===== src/hw/rtl/scfs_pkg.sv =====
// shared types and constants of the square channel frame sequencer
`default_nettype none

package scfs_pkg;

    // request kinds carried on s_tuser
    typedef enum logic [1:0] {
        REQ_TICK    = 2'd0,
        REQ_TRIGGER = 2'd1,
        REQ_LENGTH  = 2'd2,
        REQ_NONE    = 2'd3
    } req_type_t;

    // configuration register indexes
    typedef enum logic [2:0] {
        CFG_APU_ENABLE     = 3'd0,
        CFG_SWEEP_PACE     = 3'd1,
        CFG_SWEEP_SUBTRACT = 3'd2,
        CFG_SWEEP_SHIFT    = 3'd3,
        CFG_ENVELOPE_PACE  = 3'd4,
        CFG_ENVELOPE_UP    = 3'd5,
        CFG_LENGTH_ENABLE  = 3'd6,
        CFG_UNUSED         = 3'd7
    } cfg_index_t;

    localparam int PERIOD_W   = 11;
    localparam int VOLUME_W   = 4;
    localparam int LENGTH_W   = 6;
    localparam int PACE_W     = 3;
    localparam int CFG_DATA_W = 3;
    localparam int S_DATA_W   = 24;
    localparam int M_DATA_W   = 16;

    localparam logic [VOLUME_W-1:0] VOL_MAX = 4'hF;
    localparam logic [VOLUME_W-1:0] VOL_MIN = 4'h0;

endpackage

`default_nettype wire


===== src/hw/rtl/square_channel_frame_sequencer.sv =====
// top level of the square channel frame sequencer
`default_nettype none

// Control half of a sweep square-wave channel, driven by a request stream.
// s_ channel: one request per beat. s_tuser gives the kind (tick, trigger,
// length write); s_tdata carries the new period, volume and length.
// m_ channel: one result per request with channel on flag, period and volume
// as they stand after that request.
// cfg port: cfg_wr_en, cfg_index and cfg_wdata write one control register a
// cycle; write only while no request is in flight.
// The accepting edge loads the result register, so the result is offered in
// the next cycle. Throughput: one request per cycle while the result side
// keeps m_tready high; divider, envelope, length and sweep state update together.
// Stall: while a result waits with m_tready low, s_tready is low; as soon as
// the result is taken a new request is accepted in the same cycle.
// Reset (aresetn low, synchronous): all dividers, counters and the channel
// state clear, the channel is off, apu_enable reads 1 and all other control
// registers 0; the output register is emptied.
module square_channel_frame_sequencer #(
    parameter int ENV_DIVIDE   = 8,
    parameter int LEN_DIVIDE   = 2,
    parameter int SWEEP_DIVIDE = 4,
    parameter int LENGTH_LIMIT = 64,
    parameter int PERIOD_LIMIT = 2048
) (
    input  wire logic                            aclk,
    input  wire logic                            aresetn,
    // cfg
    input  wire logic                            cfg_wr_en,
    input  wire logic [2:0]                      cfg_index,
    input  wire logic [scfs_pkg::CFG_DATA_W-1:0] cfg_wdata,
    // request channel
    input  wire logic                            s_tvalid,
    output logic                                 s_tready,
    // new_period [10:0], new_volume [14:11], new_length [20:15], zero [23:21]
    input  wire logic [scfs_pkg::S_DATA_W-1:0]   s_tdata,
    // req_type [1:0]
    input  wire logic [1:0]                      s_tuser,
    // result channel
    output logic                                 m_tvalid,
    input  wire logic                            m_tready,
    // channel_on [0], period [11:1], volume [15:12]
    output logic [scfs_pkg::M_DATA_W-1:0]        m_tdata
);

    localparam int ENV_W   = $clog2(ENV_DIVIDE + 1);
    localparam int LDIV_W  = $clog2(LEN_DIVIDE + 1);
    localparam int SDIV_W  = $clog2(SWEEP_DIVIDE + 1);
    localparam int LCNT_W  = $clog2(LENGTH_LIMIT + 1);
    localparam int LEN_W   = (LCNT_W > scfs_pkg::LENGTH_W) ? LCNT_W : scfs_pkg::LENGTH_W;
    localparam int PLIM_W  = $clog2(PERIOD_LIMIT);
    localparam int PER_W   = (PLIM_W > scfs_pkg::PERIOD_W) ? PLIM_W : scfs_pkg::PERIOD_W;
    localparam int PACE_W  = scfs_pkg::PACE_W;
    localparam int VOL_W   = scfs_pkg::VOLUME_W;

    localparam logic [ENV_W-1:0]  ENV_TERM   = ENV_W'(ENV_DIVIDE);
    localparam logic [LDIV_W-1:0] LEN_TERM   = LDIV_W'(LEN_DIVIDE);
    localparam logic [SDIV_W-1:0] SWEEP_TERM = SDIV_W'(SWEEP_DIVIDE);
    localparam logic [LEN_W-1:0]  LEN_LIMIT  = LEN_W'(LENGTH_LIMIT);
    localparam logic [PER_W:0]    PER_MAX    = (PER_W + 1)'(PERIOD_LIMIT - 1);

    // control registers
    logic              apu_enable_reg;
    logic [PACE_W-1:0] sweep_pace_reg;
    logic              sweep_subtract_reg;
    logic [2:0]        sweep_shift_reg;
    logic [PACE_W-1:0] envelope_pace_reg;
    logic              envelope_up_reg;
    logic              length_enable_reg;

    // channel state
    logic [ENV_W-1:0]    env_div_reg,      env_div_next;
    logic [LDIV_W-1:0]   len_div_reg,      len_div_next;
    logic [SDIV_W-1:0]   sweep_div_reg,    sweep_div_next;
    logic [PACE_W-1:0]   env_steps_reg,    env_steps_next;
    logic [PACE_W-1:0]   sweep_steps_reg,  sweep_steps_next;
    logic [LEN_W-1:0]    len_count_reg,    len_count_next;
    logic [scfs_pkg::LENGTH_W-1:0] len_reload_reg, len_reload_next;
    logic                len_pending_reg,  len_pending_next;
    logic                active_reg,       active_next;
    logic [PER_W-1:0]    period_reg,       period_next;
    logic [VOL_W-1:0]    volume_reg,       volume_next;

    logic                              m_tvalid_reg;
    logic [scfs_pkg::M_DATA_W-1:0]     m_tdata_reg;

    logic                        s_fire;
    scfs_pkg::req_type_t         req;
    logic [scfs_pkg::PERIOD_W-1:0] in_period;
    logic [VOL_W-1:0]            in_volume;
    logic [scfs_pkg::LENGTH_W-1:0] in_length;

    assign s_tready  = !m_tvalid_reg || m_tready;
    assign s_fire    = s_tvalid && s_tready;
    assign req       = scfs_pkg::req_type_t'(s_tuser);
    assign in_period = s_tdata[scfs_pkg::PERIOD_W-1:0];
    assign in_volume = s_tdata[scfs_pkg::PERIOD_W +: VOL_W];
    assign in_length = s_tdata[scfs_pkg::PERIOD_W + VOL_W +: scfs_pkg::LENGTH_W];

    assign m_tvalid = m_tvalid_reg;
    assign m_tdata  = m_tdata_reg;

    // next channel state for the request on the input
    always_comb begin
        logic [ENV_W-1:0]  env_inc;
        logic [LDIV_W-1:0] len_inc;
        logic [SDIV_W-1:0] sweep_inc;
        logic [PACE_W-1:0] steps_inc;
        logic [PER_W-1:0]  delta;
        logic [PER_W:0]    sum;

        env_div_next     = env_div_reg;
        len_div_next     = len_div_reg;
        sweep_div_next   = sweep_div_reg;
        env_steps_next   = env_steps_reg;
        sweep_steps_next = sweep_steps_reg;
        len_count_next   = len_count_reg;
        len_reload_next  = len_reload_reg;
        len_pending_next = len_pending_reg;
        active_next      = active_reg;
        period_next      = period_reg;
        volume_next      = volume_reg;

        env_inc   = env_div_reg + 1'b1;
        len_inc   = len_div_reg + 1'b1;
        sweep_inc = sweep_div_reg + 1'b1;
        steps_inc = '0;
        delta     = period_reg >> sweep_shift_reg;
        sum       = {1'b0, period_reg} + {1'b0, delta};

        unique case (req)
            scfs_pkg::REQ_TICK: begin
                if (apu_enable_reg) begin
                    env_div_next   = env_inc;
                    len_div_next   = len_inc;
                    sweep_div_next = sweep_inc;

                    // envelope first
                    if (env_inc >= ENV_TERM) begin
                        env_div_next = '0;
                        if (active_reg && envelope_pace_reg != '0) begin
                            steps_inc = env_steps_reg + 1'b1;
                            env_steps_next = steps_inc;
                            if (steps_inc >= envelope_pace_reg) begin
                                env_steps_next = '0;
                                if (envelope_up_reg) begin
                                    if (volume_reg < scfs_pkg::VOL_MAX) begin
                                        volume_next = volume_reg + 1'b1;
                                    end
                                end else if (volume_reg > scfs_pkg::VOL_MIN) begin
                                    volume_next = volume_reg - 1'b1;
                                end
                            end
                        end
                    end

                    // then length, which may switch the channel off
                    if (len_inc >= LEN_TERM) begin
                        len_div_next = '0;
                        if (active_reg && length_enable_reg) begin
                            if (len_pending_reg) begin
                                len_count_next   = LEN_W'(len_reload_reg);
                                len_pending_next = 1'b0;
                            end
                            if (len_count_next < LEN_LIMIT) begin
                                len_count_next = len_count_next + 1'b1;
                            end
                            if (len_count_next >= LEN_LIMIT) begin
                                active_next = 1'b0;
                            end
                        end
                    end

                    // sweep last, seeing the channel state after length
                    if (sweep_inc >= SWEEP_TERM) begin
                        sweep_div_next = '0;
                        if (active_next && sweep_pace_reg != '0) begin
                            steps_inc = sweep_steps_reg + 1'b1;
                            sweep_steps_next = steps_inc;
                            if (steps_inc >= sweep_pace_reg) begin
                                sweep_steps_next = '0;
                                if (sweep_subtract_reg) begin
                                    // underflow below one leaves the period alone
                                    if (delta < period_reg) begin
                                        period_next = period_reg - delta;
                                    end
                                end else if (sum > PER_MAX) begin
                                    active_next = 1'b0;
                                end else begin
                                    period_next = sum[PER_W-1:0];
                                end
                            end
                        end
                    end
                end
            end
            scfs_pkg::REQ_TRIGGER: begin
                period_next = PER_W'(in_period);
                volume_next = in_volume;
                active_next = 1'b1;
            end
            scfs_pkg::REQ_LENGTH: begin
                len_reload_next  = in_length;
                len_pending_next = 1'b1;
            end
            scfs_pkg::REQ_NONE: begin
            end
            default: begin
            end
        endcase
    end

    always_ff @(posedge aclk) begin
        if (!aresetn) begin
            apu_enable_reg     <= 1'b1;
            sweep_pace_reg     <= '0;
            sweep_subtract_reg <= 1'b0;
            sweep_shift_reg    <= '0;
            envelope_pace_reg  <= '0;
            envelope_up_reg    <= 1'b0;
            length_enable_reg  <= 1'b0;
        end else if (cfg_wr_en) begin
            unique case (scfs_pkg::cfg_index_t'(cfg_index))
                scfs_pkg::CFG_APU_ENABLE:     apu_enable_reg     <= cfg_wdata[0];
                scfs_pkg::CFG_SWEEP_PACE:     sweep_pace_reg     <= cfg_wdata[PACE_W-1:0];
                scfs_pkg::CFG_SWEEP_SUBTRACT: sweep_subtract_reg <= cfg_wdata[0];
                scfs_pkg::CFG_SWEEP_SHIFT:    sweep_shift_reg    <= cfg_wdata[2:0];
                scfs_pkg::CFG_ENVELOPE_PACE:  envelope_pace_reg  <= cfg_wdata[PACE_W-1:0];
                scfs_pkg::CFG_ENVELOPE_UP:    envelope_up_reg    <= cfg_wdata[0];
                scfs_pkg::CFG_LENGTH_ENABLE:  length_enable_reg  <= cfg_wdata[0];
                scfs_pkg::CFG_UNUSED: begin
                end
                default: begin
                end
            endcase
        end
    end

    always_ff @(posedge aclk) begin
        if (!aresetn) begin
            env_div_reg     <= '0;
            len_div_reg     <= '0;
            sweep_div_reg   <= '0;
            env_steps_reg   <= '0;
            sweep_steps_reg <= '0;
            len_count_reg   <= '0;
            len_reload_reg  <= '0;
            len_pending_reg <= 1'b0;
            active_reg      <= 1'b0;
            period_reg      <= '0;
            volume_reg      <= '0;
            m_tvalid_reg    <= 1'b0;
        end else begin
            if (s_fire) begin
                env_div_reg     <= env_div_next;
                len_div_reg     <= len_div_next;
                sweep_div_reg   <= sweep_div_next;
                env_steps_reg   <= env_steps_next;
                sweep_steps_reg <= sweep_steps_next;
                len_count_reg   <= len_count_next;
                len_reload_reg  <= len_reload_next;
                len_pending_reg <= len_pending_next;
                active_reg      <= active_next;
                period_reg      <= period_next;
                volume_reg      <= volume_next;
                m_tvalid_reg    <= 1'b1;
            end else if (m_tready) begin
                m_tvalid_reg    <= 1'b0;
            end
        end
    end

    // result payload, no reset needed
    always_ff @(posedge aclk) begin
        if (s_fire) begin
            m_tdata_reg <= {volume_next, period_next[scfs_pkg::PERIOD_W-1:0], active_next};
        end
    end

endmodule

`default_nettype wire


===== config.mk =====
export PLATFORM = sky130hd
export DESIGN_NAME = square_channel_frame_sequencer
export DESIGN_NICKNAME = d
export VERILOG_FILES = /design/src/hw/rtl/scfs_pkg.sv /design/src/hw/rtl/square_channel_frame_sequencer.sv
export SDC_FILE = /design/constraint.sdc
export NUM_CORES = 1
export LEC_CHECK = 0
export BUFFER_PORTS_ARGS = -buffer_cell sky130_fd_sc_hd__buf_4
export CORE_ASPECT_RATIO = 0.8
export CORE_UTILIZATION = 55
export DETAILED_ROUTE_END_ITERATION = 8
export PLACE_DENSITY = 0.74
export SYNTH_ARGS = -nofsm -noshare
export SYNTH_HDL_FRONTEND = slang
export SYNTH_SLANG_ARGS = --single-unit

===== constraint.sdc =====
create_clock -name aclk -period 8.3 [get_ports aclk]
set_input_delay 1.66 -clock aclk [delete_from_list [all_inputs] [get_ports aclk]]
set_output_delay 1.66 -clock aclk [all_outputs]
set_load 0.05 [all_outputs]

## Word-level counts from Yosys, hierarchy flattened

Cells that the tools add are included.

| storage, ports and cells | value |
|---|---|
| memories | 0 |
| register bits after elaboration | 75 |
| word-level logic and storage cells | 127 |
| memory bits (writable) | 0 |
| ROM bits | 0 |
| output and inout port bits | 18 |
| input bits | 37 |
| latch bits | 0 |

| cells by class | value |
|---|---|
| equal/unequal tests | 11 |
| bitwise gates (word level) | 0 |
| shift-type cells | 1 |
| div/mod/pow operators | 0 |
| multiplexer cells | 49 |
| add/subtract/negate cells | 10 |
| multipliers | 0 |
| order comparisons | 11 |
| reduce and logical (&&, ||, !) cells | 25 |

Operators by type and width:

| cell | number |
|---|---|
| 11-bit two-way mux | 7 |
| 7-bit two-way mux | 10 |
| 4-bit two-way mux | 8 |
| 11-bit case mux with 2 select lines | 1 |
| 5-bit AND reduction | 4 |
| 1-bit two-way mux | 16 |
| 2-bit AND reduction | 8 |
| 11-bit by 11-bit adder with 12-bit output | 1 |
| 12-bit by 11-bit > comparator with 1-bit output, second input constant | 1 |
| 11-bit less-than comparator | 1 |
| 11-bit by 3-bit >> shifter with 11-bit output | 1 |
| 11-bit subtractor | 1 |
| 3-bit by 1-bit adder with 3-bit output, second input constant | 3 |
| 3-bit equality test, second input constant | 3 |
| 3-bit two-way mux | 3 |
| 4-bit by 1-bit adder with 4-bit output, second input constant | 2 |
| 4-bit case mux with 2 select lines | 1 |
| 7-bit by 1-bit adder with 7-bit output, second input constant | 1 |
| 7-bit greater-or-equal comparator, second input constant | 1 |
| 7-bit less-than comparator, second input constant | 1 |
| 3-bit by 2-bit equality test with 1-bit output, second input constant | 2 |
| 3-bit greater-or-equal comparator | 2 |
| 2-bit inequality test, second input constant | 3 |
| 3-bit nonzero test | 2 |
| 19 further kinds | 24 |

## Depth between registers and ports, before layout

| logic depth | value |
|---|---|
| word-level depth | 24 |
| depth in mapped cells | 17 |
| gate-level depth less buffers | 16 |

## Worst setup path before layout

No wires, ideal clock.

| path | value |
|---|---|
| path type | input to output |
| start point | input m_tready |
| end point | output s_tready |
| path buffers | 0 |
| arrival time | 2.097 ns |
| data required time | 6.640 ns |
| stages | 1 |
| slack | 4.543 ns |
| cell sequence | nand2b_1 |

| on the way | value |
|---|---|
| word-level cells in the longest chain between the ends | 1 |

RTL lines:

| item | line | source |
|---|---|---|
| from (decl) | square_channel_frame_sequencer.sv:41 | `input wire logic m_tready,` |
| 1-bit logical OR | square_channel_frame_sequencer.sv:93 | `assign s_tready = !m_tvalid_reg \|\| m_tready;` |
| to (decl) | square_channel_frame_sequencer.sv:34 | `output logic s_tready,` |

Every way passes these cells.

## Final worst setup path

| path | value |
|---|---|
| start point | register sweep_shift_reg[1] |
| end point | register m_tdata_reg, in the netlist m_tdata[6], data pin |

| on the way | value |
|---|---|
| word-level cells in the longest chain between the ends | 10 |
| elaborated cells between the ends (all ways) | 13 |
| those cells by class | add/sub: 2; order compare: 2; shift: 1; mux: 8 |

RTL lines:

| item | line | source |
|---|---|---|
| from (decl) | square_channel_frame_sequencer.sv:66 | `logic [2:0] sweep_shift_reg;` |
| from (signal assigned) | square_channel_frame_sequencer.sv:227 | `scfs_pkg::CFG_SWEEP_SHIFT: sweep_shift_reg <= cfg_wdata[2:0];` |
| 11-bit by 3-bit >> shifter with 11-bit output (*) | square_channel_frame_sequencer.sv:128 | `delta = period_reg >> sweep_shift_reg;` |
| 11-bit by 11-bit adder with 12-bit output | square_channel_frame_sequencer.sv:129 | `sum = {1'b0, period_reg} + {1'b0, delta};` |
| 12-bit by 11-bit > comparator with 1-bit output | square_channel_frame_sequencer.sv:187 | `end else if (sum > PER_MAX) begin` |
| 11-bit two-way mux | square_channel_frame_sequencer.sv:187 |  |
| 11-bit two-way mux (*) | square_channel_frame_sequencer.sv:182 | `if (sweep_subtract_reg) begin` |
| 11-bit two-way mux (*) | square_channel_frame_sequencer.sv:180 | `if (steps_inc >= sweep_pace_reg) begin` |
| 11-bit two-way mux (*) | square_channel_frame_sequencer.sv:177 | `if (active_next && sweep_pace_reg != '0) begin` |
| 11-bit two-way mux (*) | square_channel_frame_sequencer.sv:175 | `if (sweep_inc >= SWEEP_TERM) begin` |
| 11-bit two-way mux (*) | square_channel_frame_sequencer.sv:133 | `if (apu_enable_reg) begin` |
| 11-bit case mux with 2 select lines (*) | square_channel_frame_sequencer.sv:131 | `unique case (req)` |
| named net period_next[5] | square_channel_frame_sequencer.sv:81 | `logic [PER_W-1:0] period_reg, period_next;` |
| to (signal assigned) | square_channel_frame_sequencer.sv:276 | `m_tdata_reg <= {volume_next, period_next[scfs_pkg::PERIOD_W-1:0], active_next};` |
| to (decl) | square_channel_frame_sequencer.sv:85 | `logic [scfs_pkg::M_DATA_W-1:0] m_tdata_reg;` |

Mark *: on every way through the listed nets, which the timed path passes. The rest lies on a longest branch.
A chain may end at the register's enable or synchronous reset.

==> out/metrics.cfg <==
[outcome]
status=finished with violations
violations=design-rule violations

[logic_synthesis]
async_flop_share_pct=0
syn_area_per_cell_um2=8.25
synth_ff_type=dfxtp_1
seq_area_frac_synth_pct=31.4
synth_edf_count=16
synth_fa_ha_area_share_pct=9.26
yosys_register_bits=75
yosysWarnings=0
syn_inst=642
netlist_area_um2=5300
synth_compound_area_share_pct=25.8
syn-num-nets=717
synthMuxAreaShare_pct=6.07
synth_top_family_by_area=compound AO/OA/AOI/OAI gates
synth_simple_gate_area_share_pct=20.3
synth-xor-area-share_pct=1.65
ys_types=82

[detailed_routing]
wl_per_cell_um=17.3
drtIter0Drc=443
dr_total_vias=4945
dr.pass1.iters=7
drtAntennaViolNets=0
vias_per_cell=6.17
routed_wl_mm=13.9
remaining_drc_errors=6

[finish]
drive_gt1_share_pct=14.4
antenna_cells=0
syn2layout_area_growth_pct=14.4
largest_register_ffs=16
fin_nets=756
final_core_util_pct=65.9
filler_cell_count=787

[worst_setup_path]
critical_path.reg2reg.endpoint=m_tdata[6]$_DFFE_PP_
crit_type=register to register
worstPathRequired_ps=8460
cp-start-kind=register
worstPathMaxFanout=19
end_kind=register
rr_worst_depth=11
reg2reg_setup_slack_ps=3990
r2r_start=sweep_shift_reg[1]$_SDFFE_PN0P_
arrival_ps=4470

[global_route]
antenna_found_initial=0
grt_pass1_wl_mm=22.9
grt_util_all_layers_pct=28.6
grt_max_degree=44
grt_pass1_vias=4644
gr-total-overflow=0

[timing]
fin_crit_sh_pct=51.9
fin_skew_ps=4.66
layout_min_cycle_time_ps=4310
max_freq_ghz=0.232
slew_headroom_pct=51.9
hold_violations=0
fin_ws_ps=3990
tightest_slew_ps=720
setup_violations=0
drv_slew=0
tns_ps=0
rsz0062_at_grt=false
holdWs_ps=456

[min_path]
holdCritPathClass=register to register
hp-start=sweep_div_reg[1]$_SDFFE_PN0P_
hold_depth=2
holdPathEnd=sweep_div_reg[1]$_SDFFE_PN0P_

[die]
die_x_um=112
start_util_pct=57.6
io_pins=55
floorplan.die_area_um2=10000
rows=31
core_um2=9190
die_h_um=89.8

[power_and_ir_drop]
internal_power_uw=733
netSwitchingFraction_pct=29.4
power_switching_uw=305
power_frac_clock_pct=40.0
ir_worst_vdd_uv=98.6
power.density_nw_per_um2=171
pwr-share-seq_pct=39.0
power_leakage_nw=2.52
pwr-share-comb_pct=21.0

[clock_tree]
clkTransAtPathRegs_ps=60
cts-htree-levels=3
cts_resized=0
cts_sinks=75
postCtsHoldBufs=0
postCtsSetupRepairBufs=0
ctsRootBufferMaster=clkbuf_16
cts_made_buffers=9
clk_latency_ps=340
cts_tree=done
clockBufferDepth=2

[place]
dp_hpwl_mm=10.3
place_ws_ps=4200
gp_congestion=0.966
numPortBuffers=51

[job]
cap_violations=0

==> synthesized netlist by cell type, drive strengths merged (7+ instances only) <==
| library cell | n | area, µm² |
|---|---|---|
| ha | 36 | 450 |
| a211oi | 15 | 128 |
| buf | 8 | 38.8 |
| mux2i | 31 | 310 |
| dfxtp | 59 | 1180 |
| nand4 | 7 | 43.8 |
| nand3 | 17 | 85.1 |
| nand2b | 10 | 62.6 |
| o21ai | 40 | 204 |
| o211ai | 7 | 52.6 |
| edfxtp | 16 | 480 |
| clkbuf | 18 | 67.6 |
| nor2 | 77 | 299 |
| nor3 | 16 | 80.1 |
| a21oi | 56 | 284 |
| nand2 | 48 | 183 |
| inv | 50 | 188 |
==> worst max-delay path, cell delays in order, from the launching register on <==
cell	delay [ps]
dfxtp_1	730
mux2i_1	320
mux2i_1	110
o21ai_0	410
ha_1	390
inv_1	150
o221ai_2	150
a211oi_2	550
nand2b_1	460
o21ai_0	190
o22ai_1	380
a21boi_0	280
==> layout make-up <==
cell class / instances / area (µm²) / area share [%]
Multi-Input combinational cell: 491 / 3340 / 55.2
Sequential cell: 75 / 1660 / 27.4
Timing Repair Buffer: 54 / 405 / 6.69
Clock buffer: 9 / 225 / 3.72
Inverter: 50 / 188 / 3.10
Tap cell: 115 / 144 / 2.38
Clock inverter: 7 / 92.6 / 1.53
==> per-layer routing <==
| layer | global-route usage (%) | up-vias | share of wire [%] |
|---|---|---|---|
| met5 | 0 | - | 0 |
| met4 | 8.67 | 0 | 1.3 |
| met3 | 7.08 | 23 | 9.1 |
| met2 | 42.3 | 170 | 42 |
| met1 | 40.8 | 2318 | 48 |
| li1 | - | 2434 | - |
==> stage by stage <==
stage	instances	cell area, µm²	power, mW
after global placement	785	5740	0.620
final	801	6060	1.04
after global routing	801	6060	1.08
after floorplan	642	5300	0.564
after CTS	801	6060	1.04
after detailed placement	785	5740	0.626
==> cell families after synthesis <==
group	Yosys count
adders and majority gates	38
and+or+nand+nor	216
xor gates and xnor gates	10
buffers and inverters	76
DFF	75
muxes	32
AOI/OAI and AO/OA	195
==> power groups by stage <==
stage / combinational, mW / sequential [mW] / clock (mW)
final: 0.218 / 0.405 / 0.415
after global routing: 0.238 / 0.407 / 0.439
after CTS: 0.215 / 0.405 / 0.421
after detailed placement: 0.214 / 0.413 / 0
after global placement: 0.208 / 0.412 / 0
after floorplan: 0.135 / 0.429 / 0
==> how the worst max path moves through the flow <==
| stage | from | to | depth (start not counted) |
|---|---|---|---|
| after detailed placement | sweep_shift_reg[1]$_SDFFE_PN0P_ | m_tdata[6]$_DFFE_PP_ | 11 |
| after floorplan | m_tready | s_tready | 1 |
| after global placement | sweep_shift_reg[1]$_SDFFE_PN0P_ | m_tdata[6]$_DFFE_PP_ | 11 |
| after global routing | sweep_shift_reg[1]$_SDFFE_PN0P_ | m_tdata[6]$_DFFE_PP_ | 11 |
| after CTS | sweep_shift_reg[1]$_SDFFE_PN0P_ | m_tdata[6]$_DFFE_PP_ | 11 |
| final | sweep_shift_reg[1]$_SDFFE_PN0P_ | m_tdata[6]$_DFFE_PP_ | 11 |
==> layout by cell type (no fill, tap or decap), types with 9 or more instances in the layout <==
master	n
buf_4	54
o21ai_0	37
ha_1	36
nor3_1	16
nor2_1	75
clkbuf_16	9
nand2b_1	10
nand2_1	47
inv_1	49
nand3_1	17
a21oi_1	55
a211oi_1	12
edfxtp_1	16
dfxtp_1	59
mux2i_1	31
Power figures use the tool's default switching activity.
